`config.mk`:
```
export PLATFORM = sky130hd
export DESIGN_NAME = maze_depth_first_explorer_unit
export DESIGN_NICKNAME = d
export VERILOG_FILES = /design/src/sv/mdfe_pkg.sv /design/src/sv/maze_depth_first_explorer_unit.sv /design/src/sv/mdfe_cell.sv /design/src/sv/mdfe_obuf.sv
export SDC_FILE = /design/constraint.sdc
export NUM_CORES = 2
export LEC_CHECK = 0
export ABC_AREA = 1
export BUFFER_PORTS_ARGS = -buffer_cell sky130_fd_sc_hd__buf_2
export CAP_MARGIN = 40
export CORE_MARGIN = 8
export CORE_UTILIZATION = 63
export CTS_CLUSTER_DIAMETER = 40
export CTS_CLUSTER_SIZE = 28
export DETAILED_ROUTE_END_ITERATION = 16
export MAX_ROUTING_LAYER = met4
export PLACE_DENSITY = 0.82
export SLEW_MARGIN = 20
export SYNTH_ARGS = -nofsm -noshare
export SYNTH_HDL_FRONTEND = slang
export SYNTH_SLANG_ARGS = --single-unit
export TNS_END_PERCENT = 1
```
`constraint.sdc`:
```
create_clock -name aclk -period 213.8 [get_ports aclk]
set_clock_uncertainty 0.1 [all_clocks]
set_input_delay 10.69 -clock aclk [delete_from_list [all_inputs] [get_ports aclk]]
set_output_delay 10.69 -clock aclk [all_outputs]
set_load 0.02 [all_outputs]
```
`src/sv/mdfe_pkg.sv`:
```
// Shared types and constants for the depth-first maze explorer.
`timescale 1ns / 1ps
package mdfe_pkg;

    localparam int COORD_BITS = 8;
    localparam int DIR_W      = 2;
    localparam int SIDES_W    = 4;
    localparam int STATUS_W   = 3;
    localparam int DEPTH_W    = 9;

    // Directions; the opposite of a direction is its code with bit 0 flipped
    localparam logic [DIR_W-1:0] DIR_NORTH = 2'd0;
    localparam logic [DIR_W-1:0] DIR_SOUTH = 2'd1;
    localparam logic [DIR_W-1:0] DIR_EAST  = 2'd2;
    localparam logic [DIR_W-1:0] DIR_WEST  = 2'd3;

    // Result status codes
    localparam logic [STATUS_W-1:0] ST_FORWARD   = 3'd0;
    localparam logic [STATUS_W-1:0] ST_BACKTRACK = 3'd1;
    localparam logic [STATUS_W-1:0] ST_ARRIVED   = 3'd2;
    localparam logic [STATUS_W-1:0] ST_EXHAUSTED = 3'd3;
    localparam logic [STATUS_W-1:0] ST_OVERFLOW  = 3'd4;

    // Input commands
    localparam logic OP_START    = 1'b0;
    localparam logic OP_CONTINUE = 1'b1;

    // Configuration register indexes
    localparam int CFG_IDX_W = 3;
    localparam logic [CFG_IDX_W-1:0] CFG_START_X       = 3'd0;
    localparam logic [CFG_IDX_W-1:0] CFG_START_Y       = 3'd1;
    localparam logic [CFG_IDX_W-1:0] CFG_GOAL_X        = 3'd2;
    localparam logic [CFG_IDX_W-1:0] CFG_GOAL_Y        = 3'd3;
    localparam logic [CFG_IDX_W-1:0] CFG_START_HEADING = 3'd4;

    // One path entry: the move taken and the candidates left behind it
    typedef struct packed {
        logic [DIR_W-1:0]   dir;
        logic [SIDES_W-1:0] saved;
    } stk_entry_t;

    // Shift control shared by every stack cell
    typedef struct packed {
        logic push;
        logic pop;
    } stk_ctrl_t;

    typedef struct packed {
        logic [DEPTH_W-1:0]    path_depth;
        logic [COORD_BITS-1:0] pos_y;
        logic [COORD_BITS-1:0] pos_x;
        logic [STATUS_W-1:0]   status;
        logic [DIR_W-1:0]      move_dir;
    } result_t;

endpackage

```
`src/sv/maze_depth_first_explorer_unit.sv`:
```
// Depth-first maze explorer: step logic, path stack of shifting cells, result buffer.
//
//  channel | direction | handshake             | payload
//  --------+-----------+-----------------------+------------------------------------------
//  s_      | in        | s_tvalid / s_tready   | tuser: op; tdata: open_sides
//  m_      | out       | m_tvalid / m_tready   | tuser: status; tdata: dir, x, y, depth
//  cfg_    | in        | cfg_valid / cfg_ready | cfg_index, cfg_data
//
// One step per cycle while s_tready is high: each transfer is resolved in the cycle it is
// accepted, since the top of the path stack sits in the first cell register and push/pop
// shift the whole cell row. Each result is registered in the output or skid register.
// Reset clears position, heading, candidates and stack depth; stack cells are not cleared.
// A two-entry result buffer keeps s_tready high while one result waits on m_tready.
`timescale 1ns / 1ps
module maze_depth_first_explorer_unit #(
    parameter int STACK_DEPTH = 256
) (
    input  logic        aclk,
    input  logic        aresetn,
    input  logic        s_tvalid,
    output logic        s_tready,
    input  logic [7:0]  s_tdata,   // [3:0] open_sides, [7:4] zero
    input  logic        s_tuser,   // [0] op
    output logic        m_tvalid,
    input  logic        m_tready,
    output logic [31:0] m_tdata,   // [1:0] move_dir, [9:2] pos_x, [17:10] pos_y,
                                   // [26:18] path_depth, [31:27] zero
    output logic [2:0]  m_tuser,   // [2:0] status
    input  logic        cfg_valid,
    output logic        cfg_ready,
    input  logic [2:0]  cfg_index,
    input  logic [7:0]  cfg_data
);
    import mdfe_pkg::*;

    localparam int PTR_W = $clog2(STACK_DEPTH + 1);

    // configuration
    logic [COORD_BITS-1:0] start_x_reg, start_y_reg, goal_x_reg, goal_y_reg;
    logic [DIR_W-1:0]      start_heading_reg;

    // explorer state
    logic [COORD_BITS-1:0] cur_x_reg, cur_x_next;
    logic [COORD_BITS-1:0] cur_y_reg, cur_y_next;
    logic [DIR_W-1:0]      heading_reg, heading_next;
    logic [SIDES_W-1:0]    cand_reg, cand_next;
    logic                  need_reg, need_next;
    logic [PTR_W-1:0]      sp_reg, sp_next;

    logic                  s_fire;
    logic                  obuf_ready;
    stk_ctrl_t             stk_ctrl;
    stk_entry_t            push_entry;
    stk_entry_t            cells [STACK_DEPTH];
    result_t               res;
    result_t               m_res;
    logic [PTR_W+DEPTH_W-1:0] depth_ext;

    // working values inside the step
    logic [COORD_BITS-1:0] x_eff, y_eff;
    logic [DIR_W-1:0]      hd_eff;
    logic [PTR_W-1:0]      sp_eff;
    logic                  need_eff;
    logic [SIDES_W-1:0]    cand_eff;
    logic [DIR_W-1:0]      pick;
    logic [DIR_W-1:0]      mv;
    logic [DIR_W-1:0]      back;

    assign cfg_ready = 1'b1;
    assign s_tready  = obuf_ready;
    assign s_fire    = s_tvalid && s_tready;

    always_ff @(posedge aclk) begin
        if (!aresetn) begin
            start_x_reg       <= '0;
            start_y_reg       <= '0;
            goal_x_reg        <= '0;
            goal_y_reg        <= '0;
            start_heading_reg <= DIR_NORTH;
        end else if (cfg_valid && cfg_ready) begin
            case (cfg_index)
                CFG_START_X:       start_x_reg       <= cfg_data;
                CFG_START_Y:       start_y_reg       <= cfg_data;
                CFG_GOAL_X:        goal_x_reg        <= cfg_data;
                CFG_GOAL_Y:        goal_y_reg        <= cfg_data;
                CFG_START_HEADING: start_heading_reg <= cfg_data[DIR_W-1:0];
                default: ;
            endcase
        end
    end

    function automatic logic [COORD_BITS-1:0] step_coord(
        input logic [COORD_BITS-1:0] c, input logic up);
        step_coord = up ? c + COORD_BITS'(1) : c - COORD_BITS'(1);
    endfunction

    always_comb begin
        if (s_tuser == OP_START) begin
            x_eff    = start_x_reg;
            y_eff    = start_y_reg;
            hd_eff   = start_heading_reg;
            sp_eff   = '0;
            need_eff = 1'b1;
        end else begin
            x_eff    = cur_x_reg;
            y_eff    = cur_y_reg;
            hd_eff   = heading_reg;
            sp_eff   = sp_reg;
            need_eff = need_reg;
        end
        // drop the side we came in by
        cand_eff = need_eff ? (s_tdata[SIDES_W-1:0] & ~(SIDES_W'(1) << (hd_eff ^ DIR_SOUTH)))
                            : cand_reg;

        if (cand_eff[3])      pick = DIR_WEST;
        else if (cand_eff[2]) pick = DIR_EAST;
        else if (cand_eff[1]) pick = DIR_SOUTH;
        else                  pick = DIR_NORTH;

        back = cells[0].dir ^ DIR_SOUTH;

        push_entry.dir   = pick;
        push_entry.saved = cand_eff & ~(SIDES_W'(1) << pick);

        cur_x_next   = x_eff;
        cur_y_next   = y_eff;
        heading_next = hd_eff;
        cand_next    = cand_eff;
        need_next    = 1'b0;
        sp_next      = sp_eff;
        stk_ctrl     = '0;
        mv           = DIR_NORTH;
        res.status   = ST_ARRIVED;

        if (x_eff == goal_x_reg && y_eff == goal_y_reg) begin
            res.status = ST_ARRIVED;
        end else if (cand_eff != '0) begin
            if (sp_eff == PTR_W'(STACK_DEPTH)) begin
                res.status = ST_OVERFLOW;
            end else begin
                res.status    = ST_FORWARD;
                mv            = pick;
                stk_ctrl.push = 1'b1;
                sp_next       = sp_eff + PTR_W'(1);
                cand_next     = push_entry.saved;
                heading_next  = pick;
                need_next     = 1'b1;
            end
        end else if (sp_eff == '0) begin
            res.status = ST_EXHAUSTED;
        end else begin
            res.status   = ST_BACKTRACK;
            mv           = back;
            stk_ctrl.pop = 1'b1;
            sp_next      = sp_eff - PTR_W'(1);
            cand_next    = cells[0].saved;
            heading_next = back;
        end

        if (res.status == ST_FORWARD || res.status == ST_BACKTRACK) begin
            case (mv)
                DIR_NORTH: cur_y_next = step_coord(y_eff, 1'b1);
                DIR_SOUTH: cur_y_next = step_coord(y_eff, 1'b0);
                DIR_EAST:  cur_x_next = step_coord(x_eff, 1'b1);
                DIR_WEST:  cur_x_next = step_coord(x_eff, 1'b0);
                default: ;
            endcase
        end

        // only shift the cells on an accepted transfer
        stk_ctrl.push = stk_ctrl.push && s_fire;
        stk_ctrl.pop  = stk_ctrl.pop && s_fire;

        depth_ext      = {{DEPTH_W{1'b0}}, sp_next};
        res.move_dir   = mv;
        res.pos_x      = cur_x_next;
        res.pos_y      = cur_y_next;
        res.path_depth = depth_ext[DEPTH_W-1:0];
    end

    always_ff @(posedge aclk) begin
        if (!aresetn) begin
            cur_x_reg   <= '0;
            cur_y_reg   <= '0;
            heading_reg <= DIR_NORTH;
            cand_reg    <= '0;
            need_reg    <= 1'b1;
            sp_reg      <= '0;
        end else if (s_fire) begin
            cur_x_reg   <= cur_x_next;
            cur_y_reg   <= cur_y_next;
            heading_reg <= heading_next;
            cand_reg    <= cand_next;
            need_reg    <= need_next;
            sp_reg      <= sp_next;
        end
    end

    genvar gi;
    generate
        for (gi = 0; gi < STACK_DEPTH; gi++) begin : g_cell
            stk_entry_t above_w;
            stk_entry_t below_w;
            if (gi == 0) begin : g_top
                assign above_w = push_entry;
            end else begin : g_mid
                assign above_w = cells[gi-1];
            end
            if (gi == STACK_DEPTH - 1) begin : g_bot
                assign below_w = '0;
            end else begin : g_up
                assign below_w = cells[gi+1];
            end
            mdfe_cell u_cell (
                .aclk  (aclk),
                .ctrl  (stk_ctrl),
                .above (above_w),
                .below (below_w),
                .entry (cells[gi])
            );
        end
    endgenerate

    mdfe_obuf u_obuf (
        .aclk      (aclk),
        .aresetn   (aresetn),
        .in_valid  (s_tvalid),
        .in_ready  (obuf_ready),
        .in_data   (res),
        .out_valid (m_tvalid),
        .out_ready (m_tready),
        .out_data  (m_res)
    );

    assign m_tuser = m_res.status;
    assign m_tdata = {5'b0, m_res.path_depth, m_res.pos_y, m_res.pos_x, m_res.move_dir};

endmodule

```
`src/sv/mdfe_cell.sv`:
```
// One cell of the shifting path stack: holds a single path entry.
`timescale 1ns / 1ps
module mdfe_cell (
    input  logic                   aclk,
    input  mdfe_pkg::stk_ctrl_t    ctrl,
    input  mdfe_pkg::stk_entry_t   above,
    input  mdfe_pkg::stk_entry_t   below,
    output mdfe_pkg::stk_entry_t   entry
);
    import mdfe_pkg::*;

    stk_entry_t entry_reg;

    // push takes the neighbour nearer the top, pop the one further down
    always_ff @(posedge aclk) begin
        if (ctrl.push) begin
            entry_reg <= above;
        end else if (ctrl.pop) begin
            entry_reg <= below;
        end
    end

    assign entry = entry_reg;

endmodule

```
`src/sv/mdfe_obuf.sv`:
```
// Two-entry result buffer: output register plus skid stage.
`timescale 1ns / 1ps
module mdfe_obuf (
    input  logic               aclk,
    input  logic               aresetn,
    input  logic               in_valid,
    output logic               in_ready,
    input  mdfe_pkg::result_t  in_data,
    output logic               out_valid,
    input  logic               out_ready,
    output mdfe_pkg::result_t  out_data
);
    import mdfe_pkg::*;

    logic    out_valid_reg;
    logic    skid_valid_reg;
    result_t out_data_reg;
    result_t skid_data_reg;

    assign in_ready  = !skid_valid_reg;
    assign out_valid = out_valid_reg;
    assign out_data  = out_data_reg;

    always_ff @(posedge aclk) begin
        if (!aresetn) begin
            out_valid_reg  <= 1'b0;
            skid_valid_reg <= 1'b0;
        end else if (in_valid && in_ready) begin
            if (out_valid_reg && !out_ready) begin
                // hold the waiting result, park the new one
                skid_valid_reg <= 1'b1;
                skid_data_reg  <= in_data;
            end else begin
                out_valid_reg <= 1'b1;
                out_data_reg  <= in_data;
            end
        end else if (out_valid_reg && out_ready) begin
            if (skid_valid_reg) begin
                out_data_reg   <= skid_data_reg;
                skid_valid_reg <= 1'b0;
            end else begin
                out_valid_reg <= 1'b0;
            end
        end
    end

endmodule
```
## Word level (Yosys, flattened, before mapping)

Index checks and enable logic that the tools add are counted.

| storage, ports and cells | value |
|---|---|
| bits of input ports | 25 |
| bits in registers | 1664 |
| word-level logic and storage cells | 1151 |

| cells by class | value |
|---|---|
| bitwise gates (word level) | 6 |
| reductions and logical operators | 26 |
| multiplexer cells | 562 |
| shifts and indexed selects | 2 |
| equality and inequality tests | 14 |
| $add $sub $neg | 6 |

Operators with widths:

| cell | number |
|---|---|
| $mux 6 | 512 |
| $mux 30 | 4 |
| $mux 9 | 5 |
| $mux 8 | 4 |
| $pmux 8 s2 | 2 |
| $mux 2 | 13 |
| $mux 4 | 5 |
| $add 8x1->8 const B | 2 |
| $eq 8x8->1 | 2 |
| $sub 8x1->8 const B | 2 |
| $mux 1 | 14 |
| $reduce_and 2->1 | 6 |
| $add 9x1->9 const B | 1 |
| $eq 9x9->1 const B | 1 |
| $logic_not 9->1 | 1 |
| $mux 3 | 3 |
| $sub 9x1->9 const B | 1 |
| $and 4x4->4 | 2 |
| $not 4->4 | 2 |
| $shl 1x2->4 const A | 2 |
| $eq 3x1->1 const B | 2 |
| $eq 3x2->1 const B | 2 |
| $logic_and 1x1->1 | 6 |
| $logic_not 3->1 | 2 |
| 13 further kinds | 20 |

## Longest topological paths before layout

| logic depth | value |
|---|---|
| depth in word-level cells | 17 |
| depth in mapped cells | 30 |
| mapped depth without buffers | 28 |

## Modules after synthesis

Synthesis repeated with hierarchy kept, for this count alone.

| second synthesis, totals | value |
|---|---|
| cells, all modules | 7660 |
| area, all modules | 73369.1 µm² |

By module, submodules not included:

| module | instances | area each (µm²) | cells each |
|---|---|---|---|
| mdfe_cell | 256 | 257.7 | 26 |
| maze_depth_first_explorer_unit | 1 | 5036.1 | 825 |
| mdfe_obuf | 1 | 2349.8 | 179 |

## Worst setup path after synthesis

No wires, ideal clock.

| timing path | value |
|---|---|
| path type | input to register |
| start point | in s_tuser |
| end point | reg g_cell[0].u_cell.entry_reg, in the netlist g_cell[0].u_cell.entry[0], enable pin |
| path slack | 134709 ps |
| stages on the path | 13 |
| library setup time | 3480 ps |
| data arrival time | 75512 ps |
| cells stage by stage | buf_6 buf_4 nand2_1 ha_1 nand2_1 nor2_2 nand3_1 inv_1 nand2_2 nand2_2 nor2_1 inv_1 nor2_1 |

| between the ends | value |
|---|---|
| longest elaborated chain between the ends | 11 |
| elaborated cells on any way between the ends | 24 |

Ends and longest elaborated chain:

| item | line | text |
|---|---|---|
| start: declaration | maze_depth_first_explorer_unit.sv:23 | `input logic s_tuser,` |
| $mux 2 | maze_depth_first_explorer_unit.sv:98 | `if (s_tuser == OP_START) begin` |
| $not 1->1 (no line) | -- |  |
| $shl 1x2->4 | maze_depth_first_explorer_unit.sv:112 | `cand_eff = need_eff ? (s_tdata[SIDES_W-1:0] & ~(SIDES_W'(1) << (hd_eff ^ DIR_SOUTH)))` |
| $not 4->4 | maze_depth_first_explorer_unit.sv:112 |  |
| $and 4x4->4 | maze_depth_first_explorer_unit.sv:112 |  |
| $mux 4 | maze_depth_first_explorer_unit.sv:112 |  |
| $reduce_bool 4->1 | maze_depth_first_explorer_unit.sv:137 | `end else if (cand_eff != '0) begin` |
| $mux 1 | maze_depth_first_explorer_unit.sv:137 |  |
| $mux 2 * | maze_depth_first_explorer_unit.sv:135 | `if (x_eff == goal_x_reg && y_eff == goal_y_reg) begin` |
| $logic_and 1x1->1 (on tied branches) | maze_depth_first_explorer_unit.sv:172, maze_depth_first_explorer_unit.sv:171 |  |
| $reduce_bool 2->1 (no line) * | -- |  |
| end signal: assignment | mdfe_cell.sv:17 | `entry_reg <= above;` |
| end signal: assignment | mdfe_cell.sv:19 | `entry_reg <= below;` |
| end: declaration | mdfe_cell.sv:12 | `stk_entry_t entry_reg;` |

Mark *: on every way between the ends. The rest lies on a longest branch, timed or not.
A chain may end at the register's enable or synchronous reset.

## Worst setup path in the final report

| timing path | value |
|---|---|
| start point | in s_tuser |
| end point | reg g_cell[194].u_cell.entry_reg, in the netlist g_cell[194].u_cell.entry[4], enable pin |

| between the ends | value |
|---|---|
| longest elaborated chain between the ends | 11 |
| elaborated cells on any way between the ends | 24 |

Ends and longest elaborated chain:

| item | line |
|---|---|
| $mux 2 | maze_depth_first_explorer_unit.sv:98 |
| $not 1->1 (no line) | -- |
| $shl 1x2->4 | maze_depth_first_explorer_unit.sv:112 |
| $not 4->4 | maze_depth_first_explorer_unit.sv:112 |
| $and 4x4->4 | maze_depth_first_explorer_unit.sv:112 |
| $mux 4 | maze_depth_first_explorer_unit.sv:112 |
| $reduce_bool 4->1 | maze_depth_first_explorer_unit.sv:137 |
| $mux 1 | maze_depth_first_explorer_unit.sv:137 |
| $mux 2 * | maze_depth_first_explorer_unit.sv:135 |
| $logic_and 1x1->1 (on tied branches) | maze_depth_first_explorer_unit.sv:172, maze_depth_first_explorer_unit.sv:171 |
| $reduce_bool 2->1 (no line) * | -- |
| end signal: assignment | mdfe_cell.sv:17 |
| end signal: assignment | mdfe_cell.sv:19 |
| end: declaration | mdfe_cell.sv:12 |

Marked as above.

==> results.toml <==
[worst_setup_path]
crit_buf_inv = 12
ff2ff_setup_slack_ns = 207.47
critPathTopFamily = "buffers and inverters"
crit_path_end_kind = "register"
worst_ep_required_time_ns = 214.12
cpPeakStageDelay_ns = 0.58
path_class = "in2reg"
cp.arrival_ns = 16.74
path_cells = "buf_2 -> buf_16 -> nand2_1 -> nand2_2 -> nand2_1 -> nand2_1 -> nor2_1 -> nand2_1 -> nor2_1 -> nand2_1 -> nand2_2 -> nor2_1 -> inv_1 -> nor2_4 -> buf_4 -> buf_16 -> buf_4 -> buf_16 -> buf_4 -> buf_4 -> buf_12 -> buf_4 -> buf_16"
critPathLaunchType = "input port"
critPathSlowestCell = "buf_4"
critPathMaxFanout = 60

[global_routing]
gr-total-overflow = 0
grt_max_degree = 271
grt_pass1_wl_mm = 219
grt_pass1_vias = 45900
antenna_found_initial = 0
grtUsageTotal = 0.208

[placement]
globalplace.congestion = 0.858
post-place-cells = 8677
dpl-instance-area_um2 = 73600
place_hpwl_mm = 72.7
portBuffers = 52
dp_slack_ns = 196.42

[power]
p_comb_frac = 0.162
p_int_mw = 0.663
p_sw_mw = 0.269
p_sw_frac = 0.288
power_leakage_nw = 35.0
p_clk_frac = 0.318
p_per_area_nw_per_um2 = 11.7
p_seq_frac = 0.521
power.total_mw = 0.932
ir_drop_mv = 0.00744

[detailed_routing]
ant_nets = 0
wl_per_cell_um = 14.3
wl_mm = 129
firstDrtPassIters = 6
vias_per_cell = 5.34
via_count = 48000
drt_iter0_drc = 5259
drc = 0

[sta]
finalHoldViolations = 0
rsz0062_at_grt = "false"
tightestPinTransition_ns = 1.12
relSlewSlack = 0.251
min_period_ns = 16.42
finalCritPeriodShare = 0.0768
timing.setup.tns_ns = 0
slew_violations = 0
worst_slack_ns = 197.38
max_freq_ghz = 0.0609
hold_ws_ns = 0.371
setup_violations = 0

[clock_network]
post_cts_buffers = 0
cts_resized = 0
postCtsHoldBufs = 0
cts_tree = "yes"
clk_latency_ns = 0.76
clk_pin_slew_worst_paths_ns = 0.07
clk_path_buf_depth = 3
cts_buffers = 162
clock-root-buffer = "clkbuf_16"
htree_levels = 4
cts_num_sinks = 1664

[floorplan]
rows = 124
floorplan.initialDensity = 0.633
core_area_um2 = 114000
io_pins = 63
dieArea_um2 = 126000
dieHeight_um = 355
die_x_um = 355

[final_layout]
syn2layout_area_growth_pct = 9.88
diodes = 0
postLayoutCoreUtil = 0.696
fillCellCount = 7598
fin_area_um2 = 79400
final_layout_size_suffix_gt1_frac = 0.0644
nNetsFinal = 7364
largest_register_ff_count = 1536
fin_cells = 8977

[min_path]
min_path_type = "reg2reg"

[yosys]
ys_ff_latch = 1664
syn_area_um2 = 72200
synth_seq_area_share = 0.682
ys_warn_count = 0
synth_top_area_frac = 0.664
synth_edf_count = 1596
synth_top_area_cell = "edfxtp_1"
synth_most_common_cell = "nand2_1"
synthArstFlopShare = 0
syn_area_per_cell_um2 = 9.74
syn-instance-count = 7414
ys_top_cells_by_count = "4865 x nand2_1, 1596 x edfxtp_1, 317 x buf_2"
synthFlopType = "edfxtp_1"
yosys-top-cells-area = "edfxtp_1 66%, nand2_1 25%, buf_2 2.2%"
yosys.cell_types.count = 47

[flow_run]
drv_cap = 0

[status]
outcome = "finished, final reports clean"
[layer usage]
metal  up-vias  GRT usage  share of wire
li1      23700          -              -
met3       189     0.0300          0.050
met5         -          -              0
met4         0     0.0535          0.019
met1     22900      0.288           0.44
met2      1186      0.329           0.49
[final cells by class]
class / instances / area [µm²] / area share
inverters: 120 / 465 / 0.00586
well taps: 1512 / 1890 / 0.0238
multi-input cells: 5256 / 20600 / 0.260
flip-flops and latches: 1664 / 49300 / 0.621
repair buffers: 131 / 1550 / 0.0196
clock buffers: 173 / 4220 / 0.0532
clock inverters: 121 / 1340 / 0.0169
[path summary, 6_finish.rpt]
path | startpoint | to | cells past startpoint
worst max-delay path | s_tuser | g_cell[194].u_cell.entry[4]$_DFFE_PP_ | 23
worst min-delay path | cur_x_reg[4]$_SDFFE_PN0P_ | cur_x_reg[4]$_SDFFE_PN0P_ | 2
worst max register to register | cur_y_reg[2]$_SDFFE_PN0P_ | g_cell[194].u_cell.entry[4]$_DFFE_PP_ | 21
worst min register to register | cur_x_reg[4]$_SDFFE_PN0P_ | cur_x_reg[4]$_SDFFE_PN0P_ | 2
[power groups by stage]
stage          registers [mW]  clock network [mW]  logic (mW)
3_5_place_dp            0.490                   0       0.150
2_1_floorplan           0.586                   0       0.115
3_3_place_gp            0.489                   0       0.137
5_1_grt                 0.493               0.313       0.175
4_1_cts                 0.485               0.301       0.152
6_report                0.485               0.296       0.151
[logic make-up (layout without fill, tap and decap cells)]
kind of cell / Yosys count / after routing / share of synthesized area
compound gates: 167 / 167 / 0.0132
buf+inv: 498 / 545 / 0.0328
flops: 1664 / 1664 / 0.682
fa+ha+maj: 4 / 4 / 0.000693
other cells: 2 / 6 / 0.000104
mux: 1 / 1 / 0.000139
xor+xnor: 16 / 16 / 0.00194
simple gates: 5062 / 5062 / 0.269
[placed cells by master (no fill, tap or decap), types with 6 or more instances in the layout]
master | Yosys | layout
a21oi_1 | 63 | 63
buf_12 | 0 | 8
buf_16 | 0 | 30
buf_2 | 317 | 52
buf_4 | 8 | 41
bufinv_16 | 0 | 13
clkbuf_16 | 0 | 168
clkinv_1 | 0 | 13
clkinv_2 | 0 | 12
clkinv_4 | 0 | 14
clkinv_8 | 0 | 9
clkinvlp_4 | 0 | 15
conb_1 | 2 | 6
dfxtp_1 | 68 | 68
edfxtp_1 | 1596 | 1596
inv_1 | 114 | 114
inv_6 | 0 | 23
inv_8 | 1 | 23
nand2_1 | 4865 | 4864
nand2_2 | 24 | 25
nand2_4 | 9 | 9
nand3_1 | 46 | 46
nand3_2 | 6 | 6
nor2_1 | 82 | 79
nor2_2 | 4 | 6
o21ai_0 | 76 | 76
xor2_1 | 16 | 16
[worst min-delay path, stage by stage, from the launching register on]
cell	delay (ns)
dfxtp_1	0.31
nand2_1	0.06
a21oi_1	0.06
Note: power is estimated with default switching activity, not from simulation.
